`src/rtl/core/isoeci_pkg.sv`:
```
`timescale 1ns / 1ps
// ----------------------------------------------------------------------------
// isoeci_pkg
// Shared widths, word types and codes of the edge crossing interpolator.
// ----------------------------------------------------------------------------
package isoeci_pkg;

	localparam int SAMPLE_BITS   = 16;
	localparam int FRACTION_BITS = 16;

	// sample minus iso level
	localparam int YW  = SAMPLE_BITS + 1;
	// end-to-end difference and linear operands
	localparam int LW  = SAMPLE_BITS + 2;
	// quadratic, linear and constant terms of the fit (scaled by 4)
	localparam int AW  = SAMPLE_BITS + 3;
	localparam int BW  = SAMPLE_BITS + 5;
	localparam int CW  = SAMPLE_BITS + 3;
	localparam int EW  = BW + 1;
	// discriminant and squared terms
	localparam int DW  = 2 * BW;
	localparam int EEW = 2 * EW;
	// square root: result bits and radicand width
	localparam int RW  = SAMPLE_BITS + FRACTION_BITS + 6;
	localparam int XW  = 2 * RW;
	// signed numerator, unsigned dividend, divisor
	localparam int NW  = SAMPLE_BITS + FRACTION_BITS + 8;
	localparam int NUW = NW - 1;
	localparam int DVW = SAMPLE_BITS + 5;
	// quotient bits and output fraction width
	localparam int QW  = FRACTION_BITS + 2;
	localparam int OW  = FRACTION_BITS + 1;

	localparam logic [OW-1:0] FRAC_ONE = OW'(1) << FRACTION_BITS;

	localparam logic REG_ISO  = 1'b0;
	localparam logic REG_QUAD = 1'b1;

	typedef enum logic [1:0] {
		ST_OK        = 2'd0,
		ST_NEG_DISC  = 2'd1,
		ST_SATURATED = 2'd2,
		ST_ZERO_DEN  = 2'd3
	} status_t;

	typedef struct packed {
		logic signed [SAMPLE_BITS-1:0] sample_before;
		logic signed [SAMPLE_BITS-1:0] sample_start;
		logic signed [SAMPLE_BITS-1:0] sample_end;
		logic signed [SAMPLE_BITS-1:0] sample_after;
		logic                          has_before;
		logic                          has_after;
	} in_word_t;

	typedef struct packed {
		logic [OW-1:0] crossing_fraction;
		status_t       status;
	} out_word_t;

	// result that overrides the divider when spec is set
	typedef struct packed {
		logic          spec;
		logic [OW-1:0] frac;
		status_t       st;
	} tail_t;

	typedef struct packed {
		tail_t                 tail;
		logic                  lin;
		logic                  small_root;
		logic signed [NW-1:0]  base;
		logic [NUW-1:0]        nlin;
		logic [DVW-1:0]        dv;
	} solve_t;

	typedef struct packed {
		logic [NUW-1:0] n;
		logic [DVW-1:0] dv;
		tail_t          tail;
	} div_in_t;

endpackage

```
`src/rtl/core/isoeci_div.sv`:
```
`timescale 1ns / 1ps
// ----------------------------------------------------------------------------
// isoeci_div
// Pipelined restoring divider: an overflow check stage, then one quotient
// bit per stage.
// ----------------------------------------------------------------------------
module isoeci_div (
	input  logic                        clk,
	input  logic                        arst_n,
	input  logic                        en,
	input  logic                        in_valid,
	input  isoeci_pkg::div_in_t         din,
	output logic                        valid,
	output logic [isoeci_pkg::QW-1:0]   quo,
	output logic                        ovf,
	output isoeci_pkg::tail_t           tail
);
	import isoeci_pkg::*;

	localparam int NS = QW + 1;

	logic           vld_s  [NS];
	logic [NUW-1:0] rem_s  [NS];
	logic [QW-1:0]  quo_s  [NS];
	logic           ovf_s  [NS];
	logic [DVW-1:0] dv_s   [NS];
	tail_t          tail_s [NS];

	always_ff @(posedge clk or negedge arst_n) begin
		if (!arst_n) begin
			vld_s[0] <= 1'b0;
		end else if (en) begin
			vld_s[0] <= in_valid;
		end
	end

	// quotient would need more than QW bits: saturate later
	always_ff @(posedge clk) begin
		if (en) begin
			rem_s[0]  <= din.n;
			quo_s[0]  <= '0;
			ovf_s[0]  <= din.n >= (NUW'(din.dv) << QW);
			dv_s[0]   <= din.dv;
			tail_s[0] <= din.tail;
		end
	end

	for (genvar j = 1; j < NS; j++) begin : g_st
		localparam int SH = QW - j;
		logic [NUW-1:0] trial;
		logic           ge;

		assign trial = NUW'(dv_s[j-1]) << SH;
		assign ge    = rem_s[j-1] >= trial;

		always_ff @(posedge clk or negedge arst_n) begin
			if (!arst_n) begin
				vld_s[j] <= 1'b0;
			end else if (en) begin
				vld_s[j] <= vld_s[j-1];
			end
		end

		always_ff @(posedge clk) begin
			if (en) begin
				rem_s[j]  <= ge ? rem_s[j-1] - trial : rem_s[j-1];
				quo_s[j]  <= {quo_s[j-1][QW-2:0], ge};
				ovf_s[j]  <= ovf_s[j-1];
				dv_s[j]   <= dv_s[j-1];
				tail_s[j] <= tail_s[j-1];
			end
		end
	end

	assign valid = vld_s[NS-1];
	assign quo   = quo_s[NS-1];
	assign ovf   = ovf_s[NS-1];
	assign tail  = tail_s[NS-1];

endmodule

```
`config.mk`:
```
export PLATFORM = sky130hd
export DESIGN_NAME = isoeci_div
export DESIGN_NICKNAME = d
export VERILOG_FILES = /design/src/rtl/core/isoeci_pkg.sv /design/src/rtl/core/isoeci_div.sv
export SDC_FILE = /design/constraint.sdc
export NUM_CORES = 2
export LEC_CHECK = 0
export BUFFER_PORTS_ARGS = -buffer_cell sky130_fd_sc_hd__buf_2
export CAP_MARGIN = 20
export CORE_AREA = 4 4 374 376
export CTS_BUF_LIST = sky130_fd_sc_hd__clkbuf_16
export DETAILED_ROUTE_END_ITERATION = 6
export DIE_AREA = 0 0 378 380
export PLACE_DENSITY_LB_ADDON = 0.25
export SLEW_MARGIN = 20
export SYNTH_ARGS = -nofsm -noshare
export SYNTH_HDL_FRONTEND = slang
export SYNTH_SLANG_ARGS = --single-unit
```
`constraint.sdc`:
```
create_clock -name clk -period 3.5 [get_ports clk]
set_input_delay 0.7 -clock clk [delete_from_list [all_inputs] [get_ports clk]]
set_output_delay 0.7 -clock clk [all_outputs]
set_load 0.05 [all_outputs]
```
==> flow_summary.toml <==
[timing]
hold_viol_final = 0
tns_ns = 0
worst_pin_slew_ns = 0.8674
hold_slack_ns = 0.07216
maxSlewHeadroom_pct = 41.64
finClkSkew_ns = 0.05083
slew_violations = 0
setup_viol = 0
fin_crit_ns = 3.436
fmax_mhz = 291.0
period_share_pct = 98.18

[die]
io_pins = 124
row_count = 136
fp.dieW_um = 378
die-area_um2 = 143600
core_area_um2 = 136800
initial_core_util_pct = 56.63
die_h_um = 380

[logic_synthesis]
ys_ff_latch = 1669
synth_flop_cell = "edfxtp_1"
async_flop_share_pct = 1.138
synth_nets = 6444
synth_top_area_share_pct = 63.95
yosysTopAreaCell = "edfxtp_1"
synthTopCellsByArea = "edfxtp_1 (64%), ha_1 (6.4%), o21ai_0 (2.5%)"
seq_area_frac_synth_pct = 64.57
synth.avg_cell_area_um2 = 13.03
synth_area_um2 = 77470
synth.distinct_cells = 88
syn_inst = 5944
synth-edff-count = 1650
yosysWarnings = 0

[drt]
routedWlPerCell_um = 18.81
drt-vias-per-instance = 5.614
drc_errors = 1
vias = 47690
first_iter_violations = 2866
dr.pass1.iters = 7
drtAntennaViolNets = 0
finalWirelength_mm = 159.8

[power_and_ir_drop]
ir_drop_v = 0.0005375
power_density_nw_per_um2 = 760.3
power_leakage_nw = 34.74

[clock_network]
htree_num_levels = 4
cts-root-buf = "clkbuf_16"
clock_latency_ns = 0.82
cts_buffers = 170
clockBufferDepth = 3
cts_tree = "yes"
path_clk_slew_ns = 0.06
clock-sinks = 1669

[place]
routabilityCongestion = 0.9914
dp_hpwl_mm = 119.5
io_buffer_count = 123

[critical_path]
cp.arrival_ns = 3.97
path_max_fanout = 13
rrSetupSlack_ns = 0.06
start_kind = "flip-flop"
cp_slowest_stage_delay_ns = 0.52
endpoint_kind = "flip-flop"
crit_type = "reg -> reg"
crit_required_ns = 4.03
path_cells = "ha_4 > a21oi_1 > and2_1 > a221o_1 > a211o_1 > nand2_1 > a21oi_1 > buf_4 > or4_1 > or4_4 > xnor2_1"
crit_path_top_delay_cell = "or4_1"
crit_top_cell = "a21oi_1"

[flow_run]
drv_cap = 0

[run_status]
violations = "DRC"
run_status = "finished, violations left"

[worst_hold_path]
hold_class = "in -> reg"

[global_routing]
grt_usage_pct = 22.10
grt_pass1_vias = 49220
grt_first_pass_wirelength_mm = 250.7
grt_max_degree = 107
overflow = 0
antenna_found_initial = 0

[layout]
syn2layout_area_growth_pct = 16.07
finalNetCount = 7058
drive_above_1_share_pct = 14.73
[layout by cell type, fill, tap and decap left out, types with 27 or more instances in the layout]
cell type / instances
buf_4: 379
o21ai_0: 381
edfxtp_1: 1650
a21oi_1: 362
nand2_1: 433
buf_12: 43
nor3_1: 101
clkbuf_16: 173
nand4_1: 69
nand2b_1: 73
clkinv_1: 40
inv_1: 516
buf_2: 122
o21a_1: 61
clkinv_2: 30
nand3_1: 80
a21o_1: 156
or3_1: 36
nor4_1: 75
xnor2_1: 213
xor2_1: 209
mux2_2: 68
o31ai_1: 40
o211ai_1: 27
ha_1: 392
and3_1: 31
nor2b_1: 52
a211oi_1: 41
o21bai_1: 42
nor2_1: 326
[layout make-up]
cell class / instances / area, um^2
tap: 1794 / 2245
inverter: 495 / 1858
antenna: 1 / 2.502
fill: 9878 / 46890
sequential: 1669 / 50020
multi-input combinational: 3669 / 25600
timing repair buffer: 553 / 4452
clock buffer: 170 / 4254
clock inverter: 144 / 1488
[through the flow]
step / setup slack, ns / cells / power [mW] / cell area, um^2 / utilization, %
CTS: 0.0008500 / 8474 / 68.48 / 89380 / 65.33
global route: -0.09643 / 8494 / 72.33 / 89920 / 65.72
floorplan: 0.09996 / 5944 / 42.78 / 77470 / -
detailed placement: -0.2635 / 8152 / 50.08 / 83480 / 61.02
global placement: -0.1741 / 8152 / 49.56 / 83480 / 61.02
finish: 0.06353 / 8495 / 68.37 / 89920 / 65.73
[Yosys cell counts, drive strengths merged (91+ instances only)]
| cell | n |
|---|---|
| a21o | 156 |
| a21oi | 367 |
| clkbuf | 91 |
| edfxtp | 1650 |
| ha | 399 |
| inv | 492 |
| nand2 | 433 |
| nor2 | 329 |
| nor3 | 109 |
| o21ai | 391 |
| xnor2 | 213 |
| xor2 | 209 |
[per-layer routing]
| metal | vias to the layer above | track usage, % | wire length (um) |
|---|---|---|---|
| li1 | 23380 | - | - |
| met1 | 22820 | 21.38 | 55020 |
| met2 | 1002 | 43.49 | 89250 |
| met3 | 485 | 3.140 | 4765 |
| met4 | 0 | 13.29 | 10720 |
| met5 | - | 0 | 0 |
[critical path, delay by kind of cell, from the launching register on]
kind                       cells  cell delay (ns)
and+or+nand+nor                4             1.27
AOI/OAI and AO/OA              4             0.82
DFF                            1             0.43
adders and majority gates      1             0.31
buffers and inverters          1             0.19
xor gates and xnor gates       1             0.13
[where the power goes]
part | internal, mW | switching, mW | total, mW
Clock | 10.5 | 7.61 | 18.1
Sequential | 26.6 | 2.08 | 28.7
Combinational | 9.66 | 11.9 | 21.5
Total | 46.8 | 21.6 | 68.4
[state kept, by name, summed over array words and instances, names as in the netlist]
register  count
valid         1
ovf_s        19
dv_s        378
rem_s       702
vld_s        18
quo_s       171
tail_s      380
[worst paths after layout]
kind | startpoint | end | cells after the start
max | rem_s[9][15] | rem_s[10][33] | 11
min reg2reg | tail_s[6][9] | tail_s[7][9] | 0
max in group asynchronous | arst_n | vld_s[15] | 2
min | din[17] | tail_s[0][17] | 1
max reg2reg | rem_s[9][15] | rem_s[10][33] | 11
min in group asynchronous | arst_n | vld_s[1] | 2
[cells by family (layout without fill, tap and decap cells)]
family | Yosys count | in the layout | synth area share [%]
simple gates | 1448 | 1448 | 9.275
flops | 1669 | 1669 | 64.57
compound gates | 1308 | 1308 | 10.45
mux | 75 | 75 | 1.082
fa+ha+maj | 416 | 416 | 6.883
buf+inv | 606 | 1362 | 2.968
xor+xnor | 422 | 422 | 4.771
other cells | 0 | 1 | 0
[what timing repair did]
| action | 4_1_cts | 5_1_grt |
|---|---|---|
| pin swaps | 3 | 31 |
| gates cloned | 0 | 3 |
| hold endpoints to repair | 24 | 0 |
| buffers inserted | 2 | 17 |
| setup endpoints to repair | 58 | 181 |
| hold buffers | 6 | 0 |
| gates resized for setup | 17 | 71 |
No activity file was read; power rests on OpenSTA's default activity.
