--- src/rtl/core/isoeci_pkg.sv ---
`timescale 1ns / 1ps
// ----------------------------------------------------------------------------
// isoeci_pkg
// Shared widths, word types and codes of the edge crossing interpolator.
// ----------------------------------------------------------------------------
package isoeci_pkg;

	localparam int SAMPLE_BITS   = 16;
	localparam int FRACTION_BITS = 16;

	// sample minus iso level
	localparam int YW  = SAMPLE_BITS + 1;
	// end-to-end difference and linear operands
	localparam int LW  = SAMPLE_BITS + 2;
	// quadratic, linear and constant terms of the fit (scaled by 4)
	localparam int AW  = SAMPLE_BITS + 3;
	localparam int BW  = SAMPLE_BITS + 5;
	localparam int CW  = SAMPLE_BITS + 3;
	localparam int EW  = BW + 1;
	// discriminant and squared terms
	localparam int DW  = 2 * BW;
	localparam int EEW = 2 * EW;
	// square root: result bits and radicand width
	localparam int RW  = SAMPLE_BITS + FRACTION_BITS + 6;
	localparam int XW  = 2 * RW;
	// signed numerator, unsigned dividend, divisor
	localparam int NW  = SAMPLE_BITS + FRACTION_BITS + 8;
	localparam int NUW = NW - 1;
	localparam int DVW = SAMPLE_BITS + 5;
	// quotient bits and output fraction width
	localparam int QW  = FRACTION_BITS + 2;
	localparam int OW  = FRACTION_BITS + 1;

	localparam logic [OW-1:0] FRAC_ONE = OW'(1) << FRACTION_BITS;

	localparam logic REG_ISO  = 1'b0;
	localparam logic REG_QUAD = 1'b1;

	typedef enum logic [1:0] {
		ST_OK        = 2'd0,
		ST_NEG_DISC  = 2'd1,
		ST_SATURATED = 2'd2,
		ST_ZERO_DEN  = 2'd3
	} status_t;

	typedef struct packed {
		logic signed [SAMPLE_BITS-1:0] sample_before;
		logic signed [SAMPLE_BITS-1:0] sample_start;
		logic signed [SAMPLE_BITS-1:0] sample_end;
		logic signed [SAMPLE_BITS-1:0] sample_after;
		logic                          has_before;
		logic                          has_after;
	} in_word_t;

	typedef struct packed {
		logic [OW-1:0] crossing_fraction;
		status_t       status;
	} out_word_t;

	// result that overrides the divider when spec is set
	typedef struct packed {
		logic          spec;
		logic [OW-1:0] frac;
		status_t       st;
	} tail_t;

	typedef struct packed {
		tail_t                 tail;
		logic                  lin;
		logic                  small_root;
		logic signed [NW-1:0]  base;
		logic [NUW-1:0]        nlin;
		logic [DVW-1:0]        dv;
	} solve_t;

	typedef struct packed {
		logic [NUW-1:0] n;
		logic [DVW-1:0] dv;
		tail_t          tail;
	} div_in_t;

endpackage

--- src/rtl/core/isoeci_front.sv ---
`timescale 1ns / 1ps
// ----------------------------------------------------------------------------
// isoeci_front
// Six-stage front end: iso offset, fit terms, products, discriminant and
// classification of the degenerate and saturated cases.
// ----------------------------------------------------------------------------
module isoeci_front (
	input  logic                                  clk,
	input  logic                                  arst_n,
	input  logic                                  en,
	input  logic                                  in_valid,
	input  isoeci_pkg::in_word_t                  in_word,
	input  logic signed [isoeci_pkg::SAMPLE_BITS-1:0] iso,
	input  logic                                  quad,
	output logic                                  valid,
	output logic [isoeci_pkg::XW-1:0]             x,
	output isoeci_pkg::solve_t                    pay
);
	import isoeci_pkg::*;

	localparam int SB = SAMPLE_BITS;

	logic v_s1, v_s2, v_s3, v_s4, v_s5, v_s6;

	// stage 1
	logic signed [YW-1:0] iso_e, yb_c, ys_c, ye_c, ya_c;
	logic signed [YW-1:0] y0_s1, y1_s1, y2_s1, y3_s1;
	logic                 quad_s1;

	assign iso_e = $signed({iso[SB-1], iso});
	assign yb_c  = $signed({in_word.sample_before[SB-1], in_word.sample_before}) - iso_e;
	assign ys_c  = $signed({in_word.sample_start[SB-1], in_word.sample_start}) - iso_e;
	assign ye_c  = $signed({in_word.sample_end[SB-1], in_word.sample_end}) - iso_e;
	assign ya_c  = $signed({in_word.sample_after[SB-1], in_word.sample_after}) - iso_e;

	// stage 2
	logic signed [AW-1:0] a_s2;
	logic signed [LW-1:0] d21_s2;
	logic signed [YW-1:0] y1_s2;
	logic                 quad_s2;

	// stage 3
	logic signed [BW-1:0] b_c;
	logic signed [CW-1:0] c_c;
	logic signed [AW-1:0] an_s3;
	logic signed [BW-1:0] bn_s3;
	logic signed [CW-1:0] cn_s3;
	logic                 lin_s3;
	logic signed [LW-1:0] lden_s3, lnum_s3;

	assign b_c = (BW'(d21_s2) <<< 2) - BW'(a_s2);
	assign c_c = CW'(y1_s2) <<< 2;

	// stage 4
	logic signed [DW-1:0]    bb_s4;
	logic signed [AW+CW-1:0] acp_s4;
	logic signed [EW-1:0]    e_s4;
	logic signed [AW-1:0]    an_s4;
	logic signed [BW-1:0]    bn_s4;
	logic                    lin_s4;
	tail_t                   ltail_c, ltail_s4;
	logic [NUW-1:0]          nlin_s4;
	logic [DVW-1:0]          dvlin_s4;

	always_comb begin
		ltail_c = '{spec: 1'b0, frac: '0, st: ST_OK};
		if (lden_s3 == '0) begin
			ltail_c = '{spec: 1'b1, frac: '0, st: ST_ZERO_DEN};
		end else if (lnum_s3[LW-1]) begin
			ltail_c = '{spec: 1'b1, frac: '0, st: ST_SATURATED};
		end else if (lnum_s3 > lden_s3) begin
			ltail_c = '{spec: 1'b1, frac: FRAC_ONE, st: ST_SATURATED};
		end
	end

	// stage 5
	logic signed [DW-1:0]  d_s5, bb_s5;
	logic signed [EEW-1:0] ee_s5;
	logic                  bpos_s5, eneg_s5, lin_s5;
	logic signed [NW-1:0]  base_s5;
	logic [DVW-1:0]        dvq_s5, dvlin_s5;
	tail_t                 ltail_s5;
	logic [NUW-1:0]        nlin_s5;

	// stage 6: classify
	logic [EEW-1:0] d_u, bb_u, ee_u;
	logic           small_c;
	tail_t          qtail_c;
	solve_t         pay_c, pay_s6;
	logic [XW-1:0]  x_c, x_s6;

	assign d_u     = EEW'($unsigned(d_s5));
	assign bb_u    = EEW'($unsigned(bb_s5));
	assign ee_u    = $unsigned(ee_s5);
	assign small_c = eneg_s5 || (ee_u < d_u);
	assign x_c     = XW'(d_s5[DW-2:0]) << (2 * FRACTION_BITS + 2);

	always_comb begin
		qtail_c = '{spec: 1'b0, frac: '0, st: ST_OK};
		if (d_s5[DW-1]) begin
			qtail_c = '{spec: 1'b1, frac: '0, st: ST_NEG_DISC};
		end else if (bpos_s5 && (d_u < bb_u)) begin
			qtail_c = '{spec: 1'b1, frac: '0, st: ST_SATURATED};
		end else if (eneg_s5 && (d_u < ee_u)) begin
			qtail_c = '{spec: 1'b1, frac: FRAC_ONE, st: ST_SATURATED};
		end else if (small_c && (bpos_s5 || (bb_u < d_u))) begin
			qtail_c = '{spec: 1'b1, frac: '0, st: ST_SATURATED};
		end
		pay_c.tail       = lin_s5 ? ltail_s5 : qtail_c;
		pay_c.lin        = lin_s5;
		pay_c.small_root = small_c;
		pay_c.base       = base_s5;
		pay_c.nlin       = nlin_s5;
		pay_c.dv         = lin_s5 ? dvlin_s5 : dvq_s5;
	end

	always_ff @(posedge clk or negedge arst_n) begin
		if (!arst_n) begin
			v_s1 <= 1'b0;
			v_s2 <= 1'b0;
			v_s3 <= 1'b0;
			v_s4 <= 1'b0;
			v_s5 <= 1'b0;
			v_s6 <= 1'b0;
		end else if (en) begin
			v_s1 <= in_valid;
			v_s2 <= v_s1;
			v_s3 <= v_s2;
			v_s4 <= v_s3;
			v_s5 <= v_s4;
			v_s6 <= v_s5;
		end
	end

	always_ff @(posedge clk) begin
		if (en) begin
			y1_s1    <= ys_c;
			y2_s1    <= ye_c;
			y0_s1    <= in_word.has_before ? yb_c : ys_c;
			y3_s1    <= in_word.has_after ? ya_c : ye_c;
			quad_s1  <= quad;

			a_s2     <= AW'(y0_s1) - AW'(y1_s1) - AW'(y2_s1) + AW'(y3_s1);
			d21_s2   <= LW'(y2_s1) - LW'(y1_s1);
			y1_s2    <= y1_s1;
			quad_s2  <= quad_s1;

			// flip signs so the quadratic term is positive
			an_s3    <= a_s2[AW-1] ? -a_s2 : a_s2;
			bn_s3    <= a_s2[AW-1] ? -b_c : b_c;
			cn_s3    <= a_s2[AW-1] ? -c_c : c_c;
			lin_s3   <= !quad_s2 || (a_s2 == '0);
			lden_s3  <= d21_s2[LW-1] ? -d21_s2 : d21_s2;
			lnum_s3  <= d21_s2[LW-1] ? LW'(y1_s2) : -LW'(y1_s2);

			bb_s4    <= bn_s3 * bn_s3;
			acp_s4   <= an_s3 * cn_s3;
			e_s4     <= (EW'(an_s3) <<< 1) + EW'(bn_s3);
			an_s4    <= an_s3;
			bn_s4    <= bn_s3;
			lin_s4   <= lin_s3;
			ltail_s4 <= ltail_c;
			nlin_s4  <= (NUW'(lnum_s3[LW-2:0]) << (FRACTION_BITS + 1))
				+ NUW'(lden_s3[LW-2:0]);
			dvlin_s4 <= DVW'(lden_s3[LW-2:0]) << 1;

			d_s5     <= bb_s4 - (DW'(acp_s4) <<< 2);
			ee_s5    <= e_s4 * e_s4;
			bb_s5    <= bb_s4;
			bpos_s5  <= !bn_s4[BW-1] && (bn_s4 != '0);
			eneg_s5  <= e_s4[EW-1];
			base_s5  <= (NW'(an_s4) <<< 1) - (NW'(bn_s4) <<< (FRACTION_BITS + 1));
			dvq_s5   <= DVW'(an_s4[AW-2:0]) << 2;
			dvlin_s5 <= dvlin_s4;
			lin_s5   <= lin_s4;
			ltail_s5 <= ltail_s4;
			nlin_s5  <= nlin_s4;

			pay_s6   <= pay_c;
			x_s6     <= x_c;
		end
	end

	assign valid = v_s6;
	assign x     = x_s6;
	assign pay   = pay_s6;

endmodule

--- config.mk ---
export PLATFORM = sky130hd
export DESIGN_NAME = isoeci_front
export DESIGN_NICKNAME = d
export VERILOG_FILES = /design/src/rtl/core/isoeci_pkg.sv /design/src/rtl/core/isoeci_front.sv
export SDC_FILE = /design/constraint.sdc
export NUM_CORES = 2
export LEC_CHECK = 0
export BUFFER_PORTS_ARGS = -buffer_cell sky130_fd_sc_hd__buf_2
export CAP_MARGIN = 20
export CORE_ASPECT_RATIO = 1.1
export CORE_UTILIZATION = 65
export DETAILED_ROUTE_END_ITERATION = 6
export GPL_ROUTABILITY_DRIVEN = 0
export PLACE_DENSITY_LB_ADDON = 0.2
export SKIP_CTS_REPAIR_TIMING = 1
export SLEW_MARGIN = 25
export SYNTH_ARGS = -nofsm -noshare
export SYNTH_HDL_FRONTEND = slang
export SYNTH_SLANG_ARGS = --single-unit
export TNS_END_PERCENT = 5
--- constraint.sdc ---
create_clock -name clk -period 17.1 [get_ports clk]
set_input_delay 3.42 -clock clk [delete_from_list [all_inputs] [get_ports clk]]
set_output_delay 3.42 -clock clk [all_outputs]
set_load 0.005 [all_outputs]
==> metrics <==
Synth Flop Type edfxtp_1; vias in the first global route 56.4k; total number of yosys warnings 0; Die H 371 um; ys async rst share less than 1%; Core Area about 120000 um^2; layout cells sized above 1 5.94%; Clock Latency Late Sink 0.69 ns; buffers added on ports between 200 and 250; Post-Route WL around 180 mm; Via density approximately 5.6; antenna violation net count after detailed routing 0; H-tree level count 3; worst endpoint data arrival time ~8.7 ns; outcome complete, no violations; Worst Path Max Fanout 23; GRT Util Overall a little under a third; Final period util 47.8%; clk slew on worst S/H paths 0.07 ns; Synth Cell Area around 80000 um^2; Hold Vio Cnt, Final 0; Post-synth EDFFs slightly above 700; Synth Register Bits around 730; crit path time final about 8.2 ns; Worst slew margin 29.5%; Clock Tree Root clkbuf_16; # fillers about 8.8k; dpl hpwl approximately 150 mm; register area share after synthesis about 27%; Slew @ Worst Pin around 1.1 ns; Final setup viols 0; Max Freq roughly 120 MHz; largest net degree at the start of global routing ~200; global-route wire length before repair approximately 290 mm; Synth cell types 82; HP Class reg -> reg; die area between 100000 and 150000 um^2; num rows 134; Max-Cap Viols 0; unrepaired setup endpoints after global routing false; setup_tns 0 ns; CP startpoint kind flip-flop; drt wl/cell ~19 um; Area Overhead vs Synth 6.35%; first drt pass iteration count 5; DRC 0; # nets final 9715; TritonCTS clock tree built; number of antenna violations at the first check in global routing 5; DRT iter0 DRCs between 3k and 4k; Final Skew roughly 0.040 ns; CTS buffer count 74; worst setup path category reg -> reg; buffers from clock root to sink, at most 3; routed vias around 52k; GRT overflow 0; CP endpoint kind flip-flop; clock sinks between 700 and 800; WP data required approximately 18 ns; IO Count 286; final core utilization a little over two thirds; post-synthesis cell count about 7.5k; Avg Synthesized Cell Area around 11 um^2; initial core utilization roughly two thirds; max-slew violation count 0; die width 337 um
per-stage QoR:
| step | cell area [um^2] | setup slack (ns) | cells | hold WS (ns) |
|---|---|---|---|---|
| 4_1_cts | 85400 | 8.96 | 9353 | 0.415 |
| 3_3_place_gp | 83000 | 9.16 | 9222 | 0.401 |
| 3_5_place_dp | 83000 | 8.98 | 9222 | 0.405 |
| 5_1_grt | 85400 | 8.62 | 9353 | 0.420 |
| 6_report | 85400 | 8.93 | 9356 | 0.417 |
| 2_1_floorplan | 80500 | 10.04 | 7534 | 0.400 |
cell usage after synthesis, drive strengths merged, types with 131 or more instances:
cell | number | area, um^2
nor2 | 250 | 938
o21ai | 150 | 754
ha | 714 | 8930
a21oi | 209 | 1050
and2 | 318 | 1990
xnor2 | 281 | 2460
edfxtp | 726 | 21800
inv | 1780 | 6680
fa | 1248 | 25000
nand2 | 572 | 2150
clkbuf | 151 | 567
a21o | 131 | 983
worst paths after layout:
path                                  startpoint                   to  slack, ns  depth (start not counted)
min in group asynchronous                 arst_n     v_s1$_DFFE_PN0P_       2.57                          1
min                        base_s5[31]$_DFFE_PP_    pay[91]$_DFFE_PP_       0.42                          0
max in group asynchronous                 arst_n     v_s4$_DFFE_PN0P_      14.38                          1
max reg2reg                    e_s4[3]$_DFFE_PP_  ee_s5[43]$_DFFE_PP_       8.93                         25
min reg2reg                base_s5[31]$_DFFE_PP_    pay[91]$_DFFE_PP_       0.42                          0
max                            e_s4[3]$_DFFE_PP_  ee_s5[43]$_DFFE_PP_       8.93                         25
layout by cell type (no fill, tap or decap), types with 26 or more instances in the layout:
master / n
a21o_1: 131
a21oi_1: 208
a31oi_1: 26
and2_1: 318
and3_1: 35
buf_2: 224
buf_4: 47
clkbuf_16: 74
conb_1: 60
edfxtp_1: 726
fa_1: 1248
ha_1: 714
inv_1: 1780
mux2_2: 39
nand2_1: 571
nand2b_1: 66
nand3_1: 52
nand4_1: 41
nor2_1: 250
nor2b_1: 61
nor3_1: 79
o21a_1: 36
o21ai_0: 148
o21bai_1: 34
o31ai_1: 26
or3_1: 37
xnor2_1: 281
xor2_1: 85
metal layers:
layer | vias to the layer above | global-route usage (%) | part of all wire, %
met5 | - | 0 | 0.0071
met4 | 2 | 13.2 | 4.5
met3 | 438 | 5.49 | 7.6
met2 | 1974 | 52.4 | 50
met1 | 26000 | 37.9 | 38
li1 | 23800 | - | -
registers in the layout (all words and copies together), names as in the netlist, 19 cells and up:
register  count
bb_s4        41
bb_s5        38
bn_s3        20
x            40
a_s2         19
e_s4         21
bn_s4        20
ee_s5        42
acp_s4       36
d_s5         41
pay          96
an_s3        19
base_s5      22
worst max-delay path: stages (launching register included):
cell and delay [ns]:
edfxtp_1 0.99, and2_1 0.28, inv_1 0.07, fa_1 0.46, fa_1 0.56, inv_1 0.06
fa_1 0.54, inv_1 0.05, fa_1 0.51, inv_1 0.06, fa_1 0.52, fa_1 0.51
inv_1 0.05, fa_1 0.47, inv_1 0.04, ha_1 0.35, and3_1 0.20, a221oi_1 0.10
o211ai_1 0.10, a21oi_1 0.09, o211ai_1 0.48, nand4_1 0.15, a21boi_0 0.53, nor2_1 0.20
o311a_1 0.37, a211oi_1 0.25
logic make-up after synthesis:
logic type,Yosys count,share of synthesized area (%)
compound gates,785,6.43
xor+xnor,366,3.99
fa+ha+maj,1962,42.3
buf+inv,2004,9.68
flops,732,27.3
mux,50,0.684
other cells,1,0.00467
simple gates,1575,9.61
cell type report:
class	instances	area, um^2	share of cell area, %
Antenna cell	3	7.51	0.00879
Clock buffer	90	1930	2.26
Clock inverter	41	427	0.500
Inverter	1784	6700	7.84
Multi-Input combinational cell	4798	50800	59.5
Sequential cell	732	22000	25.7
Tap cell	1632	2040	2.39
Timing Repair Buffer	276	1540	1.81
Power is not shown: default switching activity piles up to over one toggle a cycle in this logic, so the estimate is an artifact.
